`config.mk`:
```
export PLATFORM = sky130hd
export DESIGN_NAME = fmprt_cell
export DESIGN_NICKNAME = d
export VERILOG_FILES = /design/src/fmprt_pkg.sv /design/src/fmprt_cell.sv
export SDC_FILE = /design/constraint.sdc
export NUM_CORES = 1
export LEC_CHECK = 0
export BUFFER_PORTS_ARGS = -buffer_cell sky130_fd_sc_hd__buf_2
export CORE_AREA = 5 5 196 198
export DETAILED_ROUTE_END_ITERATION = 6
export DIE_AREA = 0 0 201 203
export SLEW_MARGIN = 20
export SYNTH_ARGS = -nofsm -noshare
export SYNTH_HDL_FRONTEND = slang
export SYNTH_SLANG_ARGS = --single-unit
```
`constraint.sdc`:
```
create_clock -name clk -period 2.61 [get_ports clk]
set_input_delay 0.522 -clock clk [delete_from_list [all_inputs] [get_ports clk]]
set_output_delay 0.522 -clock clk [all_outputs]
set_load 0.02 [all_outputs]
```
`src/fmprt_pkg.sv`:
```
// ----------------------------------------------------------------------------
// fmprt_pkg: shared types and constants
// Rule record, action codes, status codes and register indexes.
// ----------------------------------------------------------------------------
package fmprt_pkg;

	localparam int unsigned MAX_RULES_DEF = 64;

	typedef enum logic [1:0] {
		ACT_ADD    = 2'd0,
		ACT_REMOVE = 2'd1,
		ACT_CHECK  = 2'd2,
		ACT_NONE   = 2'd3
	} action_t;

	typedef enum logic [1:0] {
		ST_OK    = 2'd0,
		ST_FULL  = 2'd1,
		ST_RANGE = 2'd2,
		ST_RSVD  = 2'd3
	} status_t;

	typedef enum logic [1:0] {
		REG_FILTER_EN = 2'd0,
		REG_POL_IN    = 2'd1,
		REG_POL_OUT   = 2'd2,
		REG_POL_FWD   = 2'd3
	} reg_index_t;

	typedef enum logic [1:0] {
		SEQ_IDLE = 2'd0,
		SEQ_SCAN = 2'd1,
		SEQ_DONE = 2'd2
	} seq_state_t;

	// One stored rule.
	typedef struct packed {
		logic [31:0] src_addr;
		logic [31:0] dst_addr;
		logic [15:0] sport;
		logic [15:0] dport;
		logic [1:0]  protocol;
		logic [1:0]  direction;
		logic [1:0]  verdict;
		logic        active;
		logic [31:0] hits;
	} rule_t;

	// The packet being scanned down the chain.
	typedef struct packed {
		logic [31:0] src_addr;
		logic [31:0] dst_addr;
		logic [15:0] sport;
		logic [15:0] dport;
		logic [1:0]  protocol;
		logic [1:0]  direction;
	} pkt_t;

	// Control from the sequencer to every cell.
	typedef struct packed {
		logic load;     // append rule at the tail
		logic shift;    // remove: cells at or above index take their upper neighbor
		logic bump;     // increment hit counter at hit position
		logic clear;    // drop the match token (start of every word)
	} cell_ctl_t;

	function automatic logic rule_hit(rule_t r, pkt_t p);
		return r.active
			&& (r.protocol == 2'd0 || r.protocol == p.protocol)
			&& (r.direction == p.direction)
			&& (r.sport == 16'd0 || r.sport == p.sport)
			&& (r.dport == 16'd0 || r.dport == p.dport)
			&& (r.src_addr == 32'd0 || r.src_addr == p.src_addr)
			&& (r.dst_addr == 32'd0 || r.dst_addr == p.dst_addr);
	endfunction

endpackage

```
`src/fmprt_cell.sv`:
```
// ----------------------------------------------------------------------------
// fmprt_cell: one rule slot of the chain
// Holds one rule, compares it against the packet and passes the first-hit
// token to the next cell.
// ----------------------------------------------------------------------------
module fmprt_cell (
	input  logic              clk,
	input  logic              arst_n,
	input  fmprt_pkg::cell_ctl_t ctl,
	input  logic              is_tail,     // this slot is rule_total
	input  logic              at_or_above, // this slot >= remove index
	input  logic              in_range,    // this slot < rule_total
	input  fmprt_pkg::rule_t  new_rule,
	input  fmprt_pkg::rule_t  upper_rule,
	input  fmprt_pkg::pkt_t   pkt,
	input  logic              step_here,   // scan pointer is at this slot
	input  logic              hit_prev,    // an earlier slot already matched
	output fmprt_pkg::rule_t  rule,
	output logic              hit_out,     // token: first match at or before here
	output logic              hit_here_q
);
	import fmprt_pkg::*;

	rule_t rule_q;
	logic  hit_tok_q;
	logic  match;

	assign rule = rule_q;
	assign match = in_range && rule_hit(rule_q, pkt);
	assign hit_out = hit_prev || hit_tok_q;

	// The new rule arrives with its hit counter already cleared.
	always_ff @(posedge clk) begin
		if (ctl.load && is_tail) begin
			rule_q <= new_rule;
		end else if (ctl.shift && at_or_above) begin
			rule_q <= upper_rule;
		end else if (ctl.bump && hit_here_q) begin
			rule_q.hits <= rule_q.hits + 32'd1;
		end
	end

	always_ff @(posedge clk or negedge arst_n) begin
		if (!arst_n) begin
			hit_tok_q  <= 1'b0;
			hit_here_q <= 1'b0;
		end else if (ctl.clear) begin
			hit_tok_q  <= 1'b0;
			hit_here_q <= 1'b0;
		end else if (step_here && !hit_prev && match) begin
			hit_tok_q  <= 1'b1;
			hit_here_q <= 1'b1;
		end
	end
endmodule

```
==> After elaboration in Yosys (flattened, before gate mapping) <==
Cells that the tools add are included.
{ "totals": {"register_bits": 136, "in_bits": 381} }
{ "classes": {"addsub": 1, "n_eq_ne": 6, "mux": 6, "n_reduce_logical": 27} }
{ "ops": {"columns": ["op", "count"], "rows": [
  ["$mux 135", 1],
  ["$mux 103", 1],
  ["$eq 32x32->1", 2],
  ["$logic_not 32->1", 2],
  ["$mux 32", 2],
  ["$add 32x1->32 const B", 1],
  ["$eq 16x16->1", 2],
  ["$logic_not 16->1", 2],
  ["$logic_and 1x1->1", 12],
  ["$logic_or 1x1->1", 6],
  ["$eq 2x2->1", 2],
  ["$reduce_bool 2->1", 2],
  ["$reduce_bool 3->1", 1],
  ["$logic_not 2->1", 1],
  ["$mux 1", 2],
  ["$logic_not 1->1", 1]
]} }

==> Logic depth before layout (Yosys ltp) <==
Gate-level depths: netlist of run 1.
{ "depth": {"depth_word": 12, "mapped_depth": 7} }

==> Worst setup path after synthesis of run 1 <==
OpenSTA, ideal clock, no wires.
{ "synth_path": {"kind": "input -> register", "startpoint": "in ctl[3] (netlist bit)", "endpoint": "reg rule_q, in the netlist rule[20] (data pin)", "setup_time_ns": 0.354, "t_arrival_ns": 3.365, "slack_ns": -1.109, "stages": 6, "n_path_buf": 2, "path_cell_list": "and2_1 clkbuf_1 nor2_1 clkbuf_1 inv_1 o21ai_1"} }
{ "synth_via": {"elab_chain_len": 2} }
{ "synth_lines": {"columns": ["item", "line_no", "source"], "rows": [
  ["from (decl)", "fmprt_cell.sv:9", "input fmprt_pkg::cell_ctl_t ctl,"],
  ["$logic_and 1x1->1", "fmprt_cell.sv:34", "if (ctl.load && is_tail) begin"],
  ["$mux 135", "fmprt_cell.sv:34", null],
  ["to (signal assigned)", "fmprt_cell.sv:35", "rule_q <= new_rule;"],
  ["to (signal assigned)", "fmprt_cell.sv:37", "rule_q <= upper_rule;"],
  ["to (decl)", "fmprt_cell.sv:24", "rule_t rule_q;"]
]} }
Every way passes these cells.
A chain may end at the register's enable or synchronous reset.

==> Worst setup path in the final report of run 1 <==
{ "layout_path": {"startpoint": "reg rule_q, in the netlist rule[2]", "endpoint": "reg rule_q, in the netlist rule[27] (data pin)"} }
{ "layout_via": {"elab_chain_len": 4} }
{ "layout_lines": {"columns": ["item", "line_no", "source"], "rows": [
  ["$add 32x1->32", "fmprt_cell.sv:39", "rule_q.hits <= rule_q.hits + 32'd1;"],
  ["$mux 32", "fmprt_cell.sv:38", "end else if (ctl.bump && hit_here_q) begin"],
  ["$mux 32", "fmprt_cell.sv:36", "end else if (ctl.shift && at_or_above) begin"],
  ["$mux 135", "fmprt_cell.sv:34", null]
]} }
Every way passes these cells. The select of a mux whose other input is x is not followed.

==> run summary, run 1 <==
antenna violations before repair - 3
Slew HR - 58.77%
Worst Hold Depth - 3
initial DRC count - 456
Main synth FF type - edfxtp_1
Port-buffer cells - 517
status - complete, no violations
post-synthesis cell count - 850
Post-CTS Setup Inserts - 0
power per cell area - 604.6 mW/mm²
most frequent cells in the layout - buf_2 (517), nand2_1 (339), edfxtp_1 (135), xor2_1 (79), nor4_1 (44)
Min Clock Period, post-route - 2.213 ns
max-slew violation count - 0
H-Tree Depth - 4
worst hold endpoint - rule[66]
CP Max Fanout - 9
total number of yosys warnings - 0
Final nets - 1744
clk_skew - 0.01054 ns
Hold Vio Cnt, Final - 0
worst endpoint data arrival time - 2.40 ns
Critical Path End Type - register
Total Wirelength - 34250 µm
num ports - 518
worst slew pin tran - 0.6185 ns
net count after synthesis - 1232
DR vias - 8266
Detailed Routing Iterations Pass 1 - 6
area of the multi-input gates - 0.003731 mm²
layout cells sized above 1 - 41.38%
CTS clk-pin slew, worst paths - 0.07 ns
Crit path required time - 2.80 ns
commonest non-fill, non-tap cell in the layout - buf_2
synthesized flop and latch total - 136
number of synthesized flops with an enable pin - 135
Die W - 201 µm
flop2flop setup slack - 0.40 ns
Register-to-Register Path Depth - 5
core area - 0.03635 mm²
crit start category - register
Die H - 203 µm
RSZ-0062 raised after global routing - no
gp weighted congestion - 0.9303
Power, Total - 7.123 mW
Std-Cell Rows - 70
Starting Density - 21.92%
setup violators final - 0
Syn-to-layout area delta - 47.89%
Hold Path Class - in -> reg
Max-Cap Viols - 0
GR Overflow Total - 0
worst flop-to-flop path endpoint - rule[27]
dpl hpwl - 28210 µm
min-delay src - new_rule[66]
Worst R2R Start - rule[2]
global-route wire length before repair - 49660 µm
register area share after synthesis - 51.20%
synthesized area - 0.007966 mm²
clock tree buffer depth - 2
ratio of final minimum period to clock period - 84.81%
Peak VDD IR - 0.4311 mV
Post-Syn Area per Cell - 9.372 µm²
ys async rst share - 0.7353%
DRC - 0
Placement Setup Slack - 0.3938 ns
largest net degree at the start of global routing - 108
CTS Buf Count - 17
placed insts - 1810
register area - 0.004079 mm²
Final WS setup - 0.3965 ns
Sink Count - 136
DIE AREA - 0.04080 mm²
CTS tree - built
GRT Total Usage - 15.88%
WS Path Type - reg -> reg
fillers - 3815
Yosys cell types - 43
non-filler cells, final - 1845
Via density - 4.480
Antenna Nets Post-Route - 0
CTS Root Cell - clkbuf_16
wire length per cell - 18.56 µm
clk_lat worst skew - 0.44 ns
vias in the first global route - 8340
Leak - 5.541 nW
Max Clk Rate - 0.4518 GHz
==> area by class of cell <==
type	count	area share, %
Tap cell	468	4.970
Timing Repair Buffer	530	23.34
Multi-Input combinational cell	670	31.67
Antenna cell	2	0.04248
Sequential cell	136	34.62
Clock inverter	15	1.487
Clock buffer	17	3.611
Inverter	7	0.2549
==> worst max-delay path by stage <==
| stage | from | to | cells past startpoint |
|---|---|---|---|
| 4_1_cts | rule[2] | rule[29] | 5 |
| 6_report | rule[2] | rule[27] | 5 |
| 3_5_place_dp | ctl[0] | hit_tok_q | 6 |
| 3_3_place_gp | ctl[0] | hit_tok_q | 6 |
| 2_1_floorplan | ctl[3] | rule[100] | 5 |
| 5_1_grt | rule[2] | rule[27] | 5 |
==> Yosys cell counts, drive strengths merged (2+ instances only) <==
| master | n | area (µm²) |
|---|---|---|
| a21o | 4 | 30.03 |
| a21oi | 11 | 58.81 |
| a221o | 4 | 40.04 |
| a22oi | 4 | 30.03 |
| a31oi | 2 | 12.51 |
| and2 | 2 | 12.51 |
| and3 | 7 | 45.05 |
| and4 | 8 | 70.07 |
| buf | 5 | 26.27 |
| clkbuf | 32 | 121.4 |
| edfxtp | 135 | 4054 |
| inv | 7 | 26.28 |
| mux2i | 13 | 130.1 |
| nand2 | 340 | 1276 |
| nand3 | 9 | 45.04 |
| nand4 | 31 | 215.2 |
| nand4b | 3 | 26.28 |
| nor2 | 17 | 63.81 |
| nor3 | 2 | 10.01 |
| nor4 | 44 | 275.3 |
| o211ai | 3 | 22.52 |
| o21ai | 25 | 125.1 |
| o22ai | 7 | 43.79 |
| or3 | 5 | 31.28 |
| xnor2 | 41 | 359.1 |
| xor2 | 79 | 691.9 |
==> power breakdown <==
| part | switching, mW | internal [mW] |
|---|---|---|
| registers | 0.303 | 2.72 |
| logic | 0.948 | 0.656 |
| clock network | 0.993 | 1.50 |
==> worst max-delay path: stages (launching register included) <==
cell and delay (ns):
edfxtp_1 0.51, nand4_2 0.21, nor4b_4 0.61, nand4b_1 0.20, mux2i_1 0.17, a221o_1 0.27
==> metrics by stage <==
stage | hold WS [ns] | util (%) | TNS (ns) | area [µm²]
after floorplan | 0.2264 | - | -38.86 | 8000
after global placement | 0.3014 | 30.72 | 0 | 11170
after detailed placement | 0.3047 | 30.72 | 0 | 11170
after CTS | 0.3026 | 32.40 | 0 | 11780
after global routing | 0.3152 | 32.41 | 0 | 11780
final | 0.3461 | 32.41 | 0 | 11780
==> flip-flops by register name, summed over array words and instances (netlist names) <==
signal / cells
hit_tok_q: 1
rule: 135
==> timing repair <==
item | 4_1_cts | 5_1_grt
hold buffers | 1 | 0
gates resized for setup | 0 | 0
endpoints found under the hold margin | 1 | 0
==> routing by layer <==
metal | vias up | track usage [%] | wire length [µm]
li1 | 4004 | - | -
met1 | 3834 | 19.93 | 14210
met2 | 378 | 26.19 | 16600
met3 | 50 | 4.408 | 2495
met4 | 0 | 5.875 | 946
met5 | - | 0 | 0
==> logic make-up (layout without fill, tap and decap cells) <==
kind of cell             count (synthesis)  in the layout  share of synthesized area [%]
flip-flops                             136            136                          51.20
AO/OA/AOI/OAI                           64             64                          5.089
AND/OR/NAND/NOR                        472            472                          26.54
other                                    0              2                              0
XOR/XNOR                               120            120                          13.19
multiplexers                            13             13                          1.633
buffers and inverters                   44            569                          2.183
adder cells (fa/ha/maj)                  1              1                         0.1570
No activity file was read; power rests on OpenSTA's default activity.
==> run 2, diff against run 1 <==
- ABC_AREA: not set -> 1
- clock period: 2.61 -> 2.1 ns (I/O delays scaled with it)
==> run 2 against run 1 <==
Against the previous run:
- first-iteration DRC count up 8.3%
- critical path depth up 5
- worst setup slack worse by 0.14 ns
- clock skew up 0.00073 ns
- sequential cell count unchanged
==> run summary, run 2 <==
status - complete, no violations
CP Capture Point - rule[20]
layout cells sized above 1 - 36.65%
crit start category - register
Antenna Nets Post-Route - 0
Max Clk Rate - 0.5411 GHz
Detailed Routing Iterations Pass 1 - 5
CTS Root Cell - clkbuf_16
Starting Density - 23.28%
Max-Cap Viols - 0
Post-Syn Area per Cell - 7.806 µm²
Main synth FF type - edfxtp_1
most common cell in the synthesized netlist - nand2_1
synth cell count leaders - nand2_1 (515), edfxtp_1 (135), nor2_1 (99)
clk_skew - 0.01127 ns
register area - 0.004079 mm²
post-synth top area share - 47.91%
initial DRC count - 494
Hold Path Class - in -> reg
clk_lat worst skew - 0.43 ns
DRC - 0
CTS clk-pin slew, worst paths - 0.06 ns
Critical Path End Type - register
number of synthesized flops with an enable pin - 135
WS Path Type - reg -> reg
synthesized area - 0.008462 mm²
Die W - 201 µm
Largest register FFs - 135
Via density - 4.366
area of the multi-input gates - 0.004064 mm²
worst slew pin tran - 0.7181 ns
Min Clock Period, post-route - 1.848 ns
Yosys cell types - 33
largest net degree at the start of global routing - 60
global-route wire length before repair - 53070 µm
worst flop-to-flop path endpoint - rule[20]
dpl hpwl - 29440 µm
Peak VDD IR - 0.5440 mV
Slew HR - 52.08%
CTS Buf Count - 17
Crit. Startpoint - rule[1]
Placement Setup Slack - 0.1841 ns
CP Max Fanout - 6
wire length per cell - 16.97 µm
power per cell area - 729.2 mW/mm²
ys async rst share - 0.7353%
Port-buffer cells - 517
Sink Count - 136
DR vias - 9111
Hold Vio Cnt, Final - 0
Crit path required time - 2.27 ns
worst endpoint data arrival time - 2.01 ns
GRT Total Usage - 16.73%
fillers - 3879
Register-to-Register Path Depth - 10
CTS tree - built
Leak - 6.056 nW
clock tree buffer depth - 2
core area - 0.03635 mm²
synthesized flop and latch total - 136
Syn-to-layout area delta - 46.44%
setup violators final - 0
Final nets - 1987
num ports - 518
Std-Cell Rows - 70
antenna violations before repair - 2
ratio of final minimum period to clock period - 88.00%
post-synthesis cell count - 1084
Worst R2R Start - rule[1]
Power, Total - 9.036 mW
Synth area leaders - edfxtp_1 (48%), nand2_1 (23%), xnor2_1 (6.3%)
commonest non-fill, non-tap cell in the layout - buf_2
register area share after synthesis - 48.20%
Total Wirelength - 35410 µm
Die H - 203 µm
max-slew violation count - 0
Final WS setup - 0.2520 ns
most frequent cells in the layout - buf_2 (517), nand2_1 (513), edfxtp_1 (135), nor2_1 (99), xnor2_1 (61)
DIE AREA - 0.04080 mm²
Hold WS - 0.1960 ns
GR Overflow Total - 0
largest area contributor in the netlist - edfxtp_1
gp weighted congestion - 0.9045
net count after synthesis - 1466
H-Tree Depth - 4
flop2flop setup slack - 0.25 ns
vias in the first global route - 9380
total number of yosys warnings - 0
[run 2: worst min-delay path by stage]
stage	startpoint	end	cells after the start
global route	ctl[0]	hit_tok_q	2
CTS	ctl[0]	hit_tok_q	2
global placement	arst_n	hit_tok_q	1
finish	ctl[0]	hit_tok_q	2
floorplan	arst_n	hit_tok_q	0
detailed placement	arst_n	hit_tok_q	1
[run 2: per-stage QoR]
| stage | utilization [%] | instances | area, µm² | setup TNS [ns] |
|---|---|---|---|---|
| floorplan | - | 1084 | 8474 | -17.30 |
| global placement | 32.30 | 2050 | 11740 | 0 |
| detailed placement | 32.30 | 2050 | 11740 | 0 |
| CTS | 34.00 | 2083 | 12360 | 0 |
| global route | 34.09 | 2087 | 12390 | -0.007315 |
| finish | 34.09 | 2087 | 12390 | 0 |
[run 2: timing repair]
action / CTS / global route
buffers inserted: 0 / 3
hold endpoints to repair: 1 / 0
gates resized for setup: 0 / 2
setup endpoints to repair: 0 / 2
hold buffers: 1 / 0
[run 2: kinds of logic after synthesis]
family	synth area share, %
AOI/OAI and AO/OA	4.865
xor gates and xnor gates	9.833
adders and majority gates	0.1478
buffers and inverters	4.111
DFF	48.20
and+or+nand+nor	32.84
[run 2: power by group]
group	total (mW)	leakage [nW]	switching [mW]	internal [mW]
clock network	3.17	0.295	1.19	1.97
logic	2.15	4.44	1.28	0.870
registers	3.72	1.32	0.344	3.38
[run 2: area by class of cell]
cell class	instances	share of cell area [%]
timing repair buffer	537	22.92
clock buffer	18	3.463
clock inverter	14	1.444
inverter	56	1.716
tap	468	4.725
sequential	136	32.92
multi-input combinational	857	32.79
antenna	1	0.02019
[run 2: critical path, stage by stage (launching register included)]
cell and delay [ns]:
edfxtp_1 0.39, ha_2 0.21, nand3_1 0.09, inv_2 0.13, nand2_4 0.10, nor2_8 0.15
nand2_1 0.13, o21ai_1 0.13, nand2_1 0.06, nor2_1 0.12, o21ai_1 0.08
[run 2: metal layers]
metal	up-vias	wire length [µm]	share of wire (%)	global-route usage, %
li1	4537	-	-	-
met1	4110	13970	39	19.64
met2	416	17850	50	29.19
met3	48	2672	7.5	4.887
met4	0	923	2.6	5.949
met5	-	0	0	0
==> run 3, diff against run 2 <==
- PLACE_DENSITY: not set -> 0.56
==> run 3 against run 2 <==
Against the previous run:
- sequential share of layout area increased by 0.23 points
- sequential power about the same
- register-to-register slack about the same
- worst setup slack got worse by 0.028 ns
- highest routed layer is now met5
- die area unchanged
- critical endpoint is now hit_out
==> run summary, run 3 (same netlist as run 2, synthesis figures left out) <==
status - complete, no violations
register area - 0.004079 mm²
Starting Density - 23.28%
Die H - 203 µm
largest net degree at the start of global routing - 60
worst endpoint data arrival time - 1.46 ns
power per cell area - 722.9 mW/mm²
clk_lat worst skew - 0.43 ns
met3 Track Usage GR - 5.191%
crit-path cells - or2_2, buf_2
DR vias - 9114
most frequent cells in the layout - buf_2 (517), nand2_1 (513), edfxtp_1 (135), nor2_1 (99), xnor2_1 (61)
CTS Root Cell - clkbuf_16
Die W - 201 µm
flop2flop setup slack - 0.25 ns
CTS tree - built
M2 GR Usage - 30.08%
worst hold endpoint - hit_tok_q
Post-CTS Setup Inserts - 0
max-slew violation count - 0
Syn-to-layout area delta - 45.42%
Min Clock Period, post-route - 1.876 ns
Slew HR - 49.63%
Hold Vio Cnt, Final - 0
placed insts - 2049
ratio of final minimum period to clock period - 89.31%
post-route cell area - 0.01231 mm²
Leak - 6.015 nW
non-filler cells, final - 2084
DRC - 0
Largest register FFs - 135
Port-buffer cells - 517
Via density - 4.373
Critical Path End Type - output pin
Register-to-Register Path Depth - 9
initial DRC count - 499
crit-path max cell delay - 0.52 ns
Std-Cell Rows - 70
min-delay src - ctl[0]
RSZ-0062 raised after global routing - no
global-route wire length before repair - 54630 µm
num ports - 518
Worst Hold Depth - 2
CTS Buf Count - 17
CTS clk-pin slew, worst paths - 0.06 ns
Antenna Nets Post-Route - 0
Worst R2R Start - rule[11]
GR peak layer - met2
core area - 0.03635 mm²
GRT Total Usage - 17.32%
commonest non-fill, non-tap cell in the layout - buf_2
GR Overflow Total - 0
DIE AREA - 0.04080 mm²
clock tree buffer depth - 2
Crit path required time - 1.68 ns
worst flop-to-flop path endpoint - rule[25]
layout cells sized above 1 - 36.31%
final core occ - 33.86%
CP max-delay cell - dfrtp_1
fillers - 3867
gp weighted congestion - 0.9472
Final nets - 1983
CP Max Fanout - 4
vias in the first global route - 9355
dpl hpwl - 30510 µm
wire length per cell - 17.74 µm
clk_skew - 0.01095 ns
Sink Count - 136
crit start category - register
antenna violations before repair - 4
worst slew pin tran - 0.7547 ns
Fin Setup TNS - 0 ns
area of the multi-input gates - 0.004055 mm²
Total Wirelength - 36960 µm
Peak VDD IR - 0.5307 mV
Power, Total - 8.896 mW
Max-Cap Viols - 0
Detailed Routing Iterations Pass 1 - 5
Max Clk Rate - 0.5332 GHz
setup violators final - 0
WS Path Type - reg -> out
Hold Path Class - in -> reg
area post-placement - 0.01172 mm²
M1 GR Usage - 21.07%
H-Tree Depth - 4
==> run 3: metrics by stage <==
step	setup slack [ns]	hold slack, ns
global route	0.08155	0.1669
detailed placement	0.2387	0.2561
global placement	0.2864	0.2669
floorplan	-0.1504	0.1244
finish	0.2244	0.1793
CTS	0.1246	0.1650
==> run 3: critical path: cells and delay by family, from the launching register on <==
| kind | cells | cell delay, ns |
|---|---|---|
| buf+inv | 1 | 0.16 |
| flops | 1 | 0.52 |
| simple gates | 1 | 0.34 |
==> run 3: layout make-up <==
type	count	area share [%]
clock buffers	21	3.579
clock inverters	11	1.057
multi-input cells	857	32.95
well taps	468	4.759
repair buffers	533	22.74
diodes	2	0.04067
flip-flops and latches	136	33.15
inverters	56	1.729
==> run 3: repair_timing <==
action                    in CTS  in global routing
hold endpoints to repair       1                  0
hold buffers                   1                  0
gates resized for setup        0                  0
==> run 3: power by group <==
group | internal [mW] | switching (mW)
Combinational | 0.864 | 1.30
Sequential | 3.38 | 0.347
Clock | 1.85 | 1.16
==> run 3: layer usage <==
layer	part of all wire [%]	routed length [µm]	vias to the layer above
li1	-	-	4530
met1	41	15140	4165
met2	50	18370	385
met3	7.6	2822	32
met4	1.7	620	2
met5	0.019	7	-
==> run 3: worst max path at each step <==
| stage | end | cells past startpoint | start | slack (ns) |
|---|---|---|---|---|
| floorplan | rule[100] | 4 | ctl[3] | -0.15 |
| global placement | rule[31] | 9 | rule[11] | 0.29 |
| CTS | hit_out | 2 | hit_tok_q | 0.12 |
| finish | hit_out | 2 | hit_tok_q | 0.22 |
| detailed placement | rule[31] | 9 | rule[11] | 0.24 |
| global route | rule[20] | 10 | rule[0] | 0.08 |
